--- src/rtl/core/bcpi_pkg.sv ---
// Shared types, constants and saturation helpers for the balance PD / speed PI controller.
// No dependencies; used by the interfaces, the multiplier, the top level and the checker.
`default_nettype none

package bcpi_pkg;

   localparam int ANGLE_W    = 17;
   localparam int RATE_W     = 16;
   localparam int COUNT_W    = 16;
   localparam int GAIN_W     = 24;
   localparam int DRIVE_W    = 16;
   localparam int TERM_W     = 32;
   localparam int FILTER_W   = 26;
   localparam int INTEG_W    = 23;
   localparam int CSR_IDX_W  = 3;
   localparam int CSR_DATA_W = 24;

   // Shared multiplier operand and product widths.
   localparam int MUL_A_W = 30;
   localparam int MUL_B_W = 29;
   localparam int PROD_W  = MUL_A_W + MUL_B_W;
   localparam int ACC_W   = 52;

   // Divide-by-5: floor(2^30 / 5), estimate is exact or one low.
   localparam int          DIV_SHIFT = 30;
   localparam logic [27:0] DIV_MAGIC = 28'd214748364;

   localparam logic signed [26:0] INTEG_MAX = 27'sd2560000;
   localparam logic signed [26:0] INTEG_MIN = -27'sd2560000;

   localparam logic [CSR_IDX_W-1:0] REG_ANGLE_GAIN  = 3'd0;
   localparam logic [CSR_IDX_W-1:0] REG_RATE_GAIN   = 3'd1;
   localparam logic [CSR_IDX_W-1:0] REG_SPEED_PGAIN = 3'd2;
   localparam logic [CSR_IDX_W-1:0] REG_SPEED_IGAIN = 3'd3;
   localparam logic [CSR_IDX_W-1:0] REG_SETPOINT    = 3'd4;

   typedef enum logic [3:0] {
      ST_IDLE,
      ST_ANG_MUL,
      ST_RATE_MUL,
      ST_RATE_ACC,
      ST_ANG_TERM,
      ST_DIV_MUL,
      ST_DIV_FIX,
      ST_INTEG,
      ST_PROP_MUL,
      ST_INTG_MUL,
      ST_INTG_ACC,
      ST_SPD_TERM,
      ST_DONE
   } state_type;

   // Q.16 accumulator to integer, truncated toward zero, saturated to 32 bits.
   function automatic logic signed [TERM_W-1:0] trunc_sat32(input logic signed [ACC_W-1:0] v);
      logic signed [ACC_W-1:0] biased;
      logic signed [ACC_W-17:0] q;
      logic signed [TERM_W-1:0] r;
      biased = v + (v[ACC_W-1] ? ACC_W'(65535) : ACC_W'(0));
      q = biased[ACC_W-1:16];
      if (q > (ACC_W-16)'(64'sh7FFFFFFF)) begin
         r = 32'sh7FFFFFFF;
      end else if (q < -(ACC_W-16)'(64'sh80000000)) begin
         r = 32'sh80000000;
      end else begin
         r = q[TERM_W-1:0];
      end
      return r;
   endfunction

   // Difference of two terms saturated to the 16-bit drive range.
   function automatic logic signed [DRIVE_W-1:0] drive_sat(input logic signed [TERM_W-1:0] a,
                                                           input logic signed [TERM_W-1:0] s);
      logic signed [TERM_W:0] d;
      logic signed [DRIVE_W-1:0] r;
      d = {a[TERM_W-1], a} - {s[TERM_W-1], s};
      if (d > 33'sd32767) begin
         r = 16'sh7FFF;
      end else if (d < -33'sd32768) begin
         r = 16'sh8000;
      end else begin
         r = d[DRIVE_W-1:0];
      end
      return r;
   endfunction

endpackage

`default_nettype wire

--- src/rtl/core/bcpi_mul.sv ---
// Shared signed multiplier with a registered product.
// Depends on bcpi_pkg for operand widths.
`default_nettype none

module bcpi_mul (
   input  wire logic                                clock,
   input  wire logic signed [bcpi_pkg::MUL_A_W-1:0] op_a,
   input  wire logic signed [bcpi_pkg::MUL_B_W-1:0] op_b,
   output logic signed [bcpi_pkg::PROD_W-1:0]       prod
);

   logic signed [bcpi_pkg::PROD_W-1:0] prod_ff;
   logic signed [bcpi_pkg::PROD_W-1:0] prod_in;

   assign prod_in = op_a * op_b;
   assign prod    = prod_ff;

   always_ff @(posedge clock) begin
      prod_ff <= prod_in;
   end

endmodule

`default_nettype wire

--- config.mk ---
export PLATFORM = sky130hd
export DESIGN_NAME = bcpi_mul
export DESIGN_NICKNAME = d
export VERILOG_FILES = /design/src/rtl/core/bcpi_pkg.sv /design/src/rtl/core/bcpi_mul.sv
export SDC_FILE = /design/constraint.sdc
export NUM_CORES = 2
export LEC_CHECK = 0
export BUFFER_PORTS_ARGS = -buffer_cell sky130_fd_sc_hd__clkbuf_2
export CAP_MARGIN = 20
export CORE_ASPECT_RATIO = 0.7
export CORE_MARGIN = 2
export CORE_UTILIZATION = 67
export DETAILED_ROUTE_END_ITERATION = 16
export GPL_TIMING_DRIVEN = 0
export PLACE_DENSITY = 0.86
export SETUP_SLACK_MARGIN = 0.05
export SLEW_MARGIN = 20
export SYNTH_ARGS = -nofsm -noshare
export SYNTH_HDL_FRONTEND = slang
export SYNTH_SLANG_ARGS = --single-unit
--- constraint.sdc ---
create_clock -name clock -period 14.6 [get_ports clock]
set_input_delay 2.19 -clock clock [delete_from_list [all_inputs] [get_ports clock]]
set_output_delay 2.19 -clock clock [all_outputs]
set_load 0.01 [all_outputs]
==> PnR_summary.wiki <==
{| class="wikitable"
! Metric !! Value
|-
| Total core area || 0.0491 mm²
|-
| Post-synth net total || approximately 4,700
|-
| GP Congestion || 1.11
|-
| Status || complete, no violations
|-
| Delay of the slowest cell on the worst path || between 0.9 and 1 ns
|-
| Clock slew at reported path FFs || 0.06 ns
|-
| Number of enable-type register cells in the synthesized netlist || 0
|-
| Antenna violation net count after detailed routing || 0
|-
| Warning count from the yosys run || 0
|-
| Hold path depth || 2
|-
| Clock tree from TritonCTS || yes
|-
| Per-cell routed wire length || 26.4 µm
|-
| Startpoint of the tightest hold check path || op_b[0]
|-
| Clock Path Buffers || 2
|-
| Via count || roughly 26,000
|-
| Detailed-route vias per instance || a little over 6
|-
| Max-slew violation count || 0
|-
| Starting density of the core || 67.7%
|-
| Setup Crit Path Kind || in2reg
|-
| Number of flip-flops under the largest register name || 59
|-
| Number of storage elements in the synthesis netlist || 59
|-
| Most common cell after layout, fill and taps aside || sky130_fd_sc_hd__fa_1
|-
| # rows || roughly 70
|-
| Number of DRC markers in iteration 0 || 3,273
|-
| Max capacitance violation total || 0
|-
| Number of buffers created by CTS || 9
|-
| Proportion of layout cells with a drive suffix above 1 || ~3%
|-
| Pin count of the biggest net entering global routing || 27
|-
| Die area || 0.0514 mm²
|-
| Class of the worst hold path || in2reg
|-
| Layout Area Growth over Synthesis || 4.34%
|-
| Global-route wire length before repair || 168,000 µm
|-
| CP Capture Type || flop
|-
| Setup bufs post-CTS || 0
|-
| Count of TritonRoute iterations in the first routing pass || 8
|-
| Number of clock sinks || just under 60
|-
| Commonest register cell after synthesis || sky130_fd_sc_hd__dfxtp_1
|-
| Summed negative setup slack over all endpoints || 0 ns
|-
| Worst-margin pin slew || 1.26 ns
|-
| Die Y || 190 µm
|-
| Sequential element share of the synthesized area || 3.56%
|-
| Average footprint of a synthesized cell || 9.36 µm²
|-
| Worst path required time || 14.88 ns
|-
| Critical path arrival || between 10 and 15 ns
|-
| # resized after CTS || 0
|-
| Root buffer cell || sky130_fd_sc_hd__clkbuf_16
|-
| Synthesized netlist cell count || 3,547
|-
| Detailed Route WL || 113,000 µm
|-
| Vias in the first global route || 27,024
|-
| CP startpoint kind || input port
|-
| I/O pin cnt || 119
|-
| Count of port buffers added during placement || 60
|-
| Global Route Usage Sum || between 40% and 50%
|-
| Total count of hold-check failures in the final report || 0
|-
| Slowest cell on the critical path || sky130_fd_sc_hd__fa_1
|-
| Post-route clock period utilization || 80.6%
|-
| Minimum clock period || 11.77 ns
|-
| Cts-stage hold buffer count || 0
|-
| Async set-reset flop share out of synthesis || 0%
|-
| Most frequent cells in the layout || sky130_fd_sc_hd__fa_1, sky130_fd_sc_hd__inv_1, sky130_fd_sc_hd__and2_1, sky130_fd_sc_hd__nand2_1, sky130_fd_sc_hd__clkbuf_1
|-
| Detailed-route DRC error count || 0
|-
| Setup violation total in the final timing report || 0
|-
| Normalized max-slew margin || 16.2%
|-
| CTS H-Tree Depth || 3
|-
| Cell area after technology mapping || 0.0332 mm²
|-
| Number of fillers in the final layout || 3,671
|-
| Number of unique standard cell types used by synthesis || 70
|-
| Net count of the finished layout || between 4,000 and 5,000
|-
| Fmax || 0.0850 GHz
|-
| Cell type with the highest occurrence count on the critical path || sky130_fd_sc_hd__fa_1
|-
| Half-perimeter wire length of the detailed placement result || 93,400 µm
|-
| Antenna violations before repair || 5
|-
| RSZ-0062 raised after global routing || no
|-
| Largest fanout of any net on the critical path || 10
|-
| Chip Width || 270 µm
|-
| Hold path endpoint || prod[0]$_DFF_P_
|-
| Total global routing overflow || 0
|}
[cell type report]
| type | instances | area (µm²) | area share, % |
|---|---|---|---|
| diodes | 5 | 12.5 | 0.0361 |
| plain buffers | 191 | 757 | 2.18 |
| clock buffers | 12 | 246 | 0.711 |
| clock inverters | 4 | 50.0 | 0.144 |
| inverters | 927 | 3480 | 10.0 |
| multi-input cells | 2370 | 27800 | 80.2 |
| flip-flops and latches | 59 | 1180 | 3.41 |
| well taps | 665 | 832 | 2.40 |
| repair buffers | 60 | 300 | 0.866 |
[per-layer routing]
metal	vias up	GRT usage, %	share of wire [%]
met2	2450	58.6	37
met4	12	13.4	3.9
met3	378	31.8	22
met5	-	3.95	0.30
li1	10242	-	-
met1	12894	61.6	37
[synth_stat cells (8+ instances only)]
master	count	area (µm²)
sky130_fd_sc_hd__xor2_1	18	158
sky130_fd_sc_hd__nor2_1	62	233
sky130_fd_sc_hd__a21o_1	23	173
sky130_fd_sc_hd__dfxtp_1	59	1180
sky130_fd_sc_hd__nand4_1	12	75.1
sky130_fd_sc_hd__a211oi_1	11	82.6
sky130_fd_sc_hd__a21oi_1	55	275
sky130_fd_sc_hd__nand2b_1	9	56.3
sky130_fd_sc_hd__nand2_1	409	1540
sky130_fd_sc_hd__and3_1	8	50.1
sky130_fd_sc_hd__clkbuf_1	179	672
sky130_fd_sc_hd__inv_1	927	3480
sky130_fd_sc_hd__ha_1	172	2150
sky130_fd_sc_hd__xnor2_1	48	420
sky130_fd_sc_hd__and2_1	472	2950
sky130_fd_sc_hd__o21ai_0	29	145
sky130_fd_sc_hd__fa_1	928	18600
sky130_fd_sc_hd__nand3_1	9	45.0
sky130_fd_sc_hd__a31oi_1	9	56.3
[how the worst max path moves through the flow]
stage / startpoint / to / slack (ns)
detailed placement: op_a[29] / prod[55]$_DFF_P_ / 2.87
global route: op_a[29] / prod[55]$_DFF_P_ / 2.58
finish: op_a[29] / prod[55]$_DFF_P_ / 2.83
floorplan: op_a[29] / prod[55]$_DFF_P_ / 4.58
global placement: op_a[29] / prod[55]$_DFF_P_ / 3.01
CTS: op_a[29] / prod[55]$_DFF_P_ / 3.20
[worst max-delay path, delay by kind of cell]
family,cells,cell delay (ns)
xor+xnor,1,0.15
fa+ha+maj,9,4.82
simple gates,4,1.11
buf+inv,10,2.63
compound gates,4,1.11
[through the flow]
stage	hold slack (ns)	utilization (%)	instance area (µm²)	instances	setup slack [ns]
final	2.34	70.6	34700	4293	2.83
after global routing	2.37	70.6	34600	4288	2.58
after CTS	2.31	70.6	34600	4288	3.20
after detailed placement	2.58	70.0	34300	4272	2.87
after global placement	2.58	70.0	34300	4272	3.01
after floorplan	2.49	-	33200	3547	4.58
[cells by family after synthesis]
kind of cell	after synthesis	share of synthesized area (%)
flops	59	3.56
fa+ha+maj	1100	62.4
xor+xnor	66	1.74
buf+inv	1118	12.8
compound gates	198	4.13
simple gates	1006	15.4
Power is left out: the tool's default activity adds up to more than one toggle a clock period on the data nets, which glitch-free logic cannot reach.
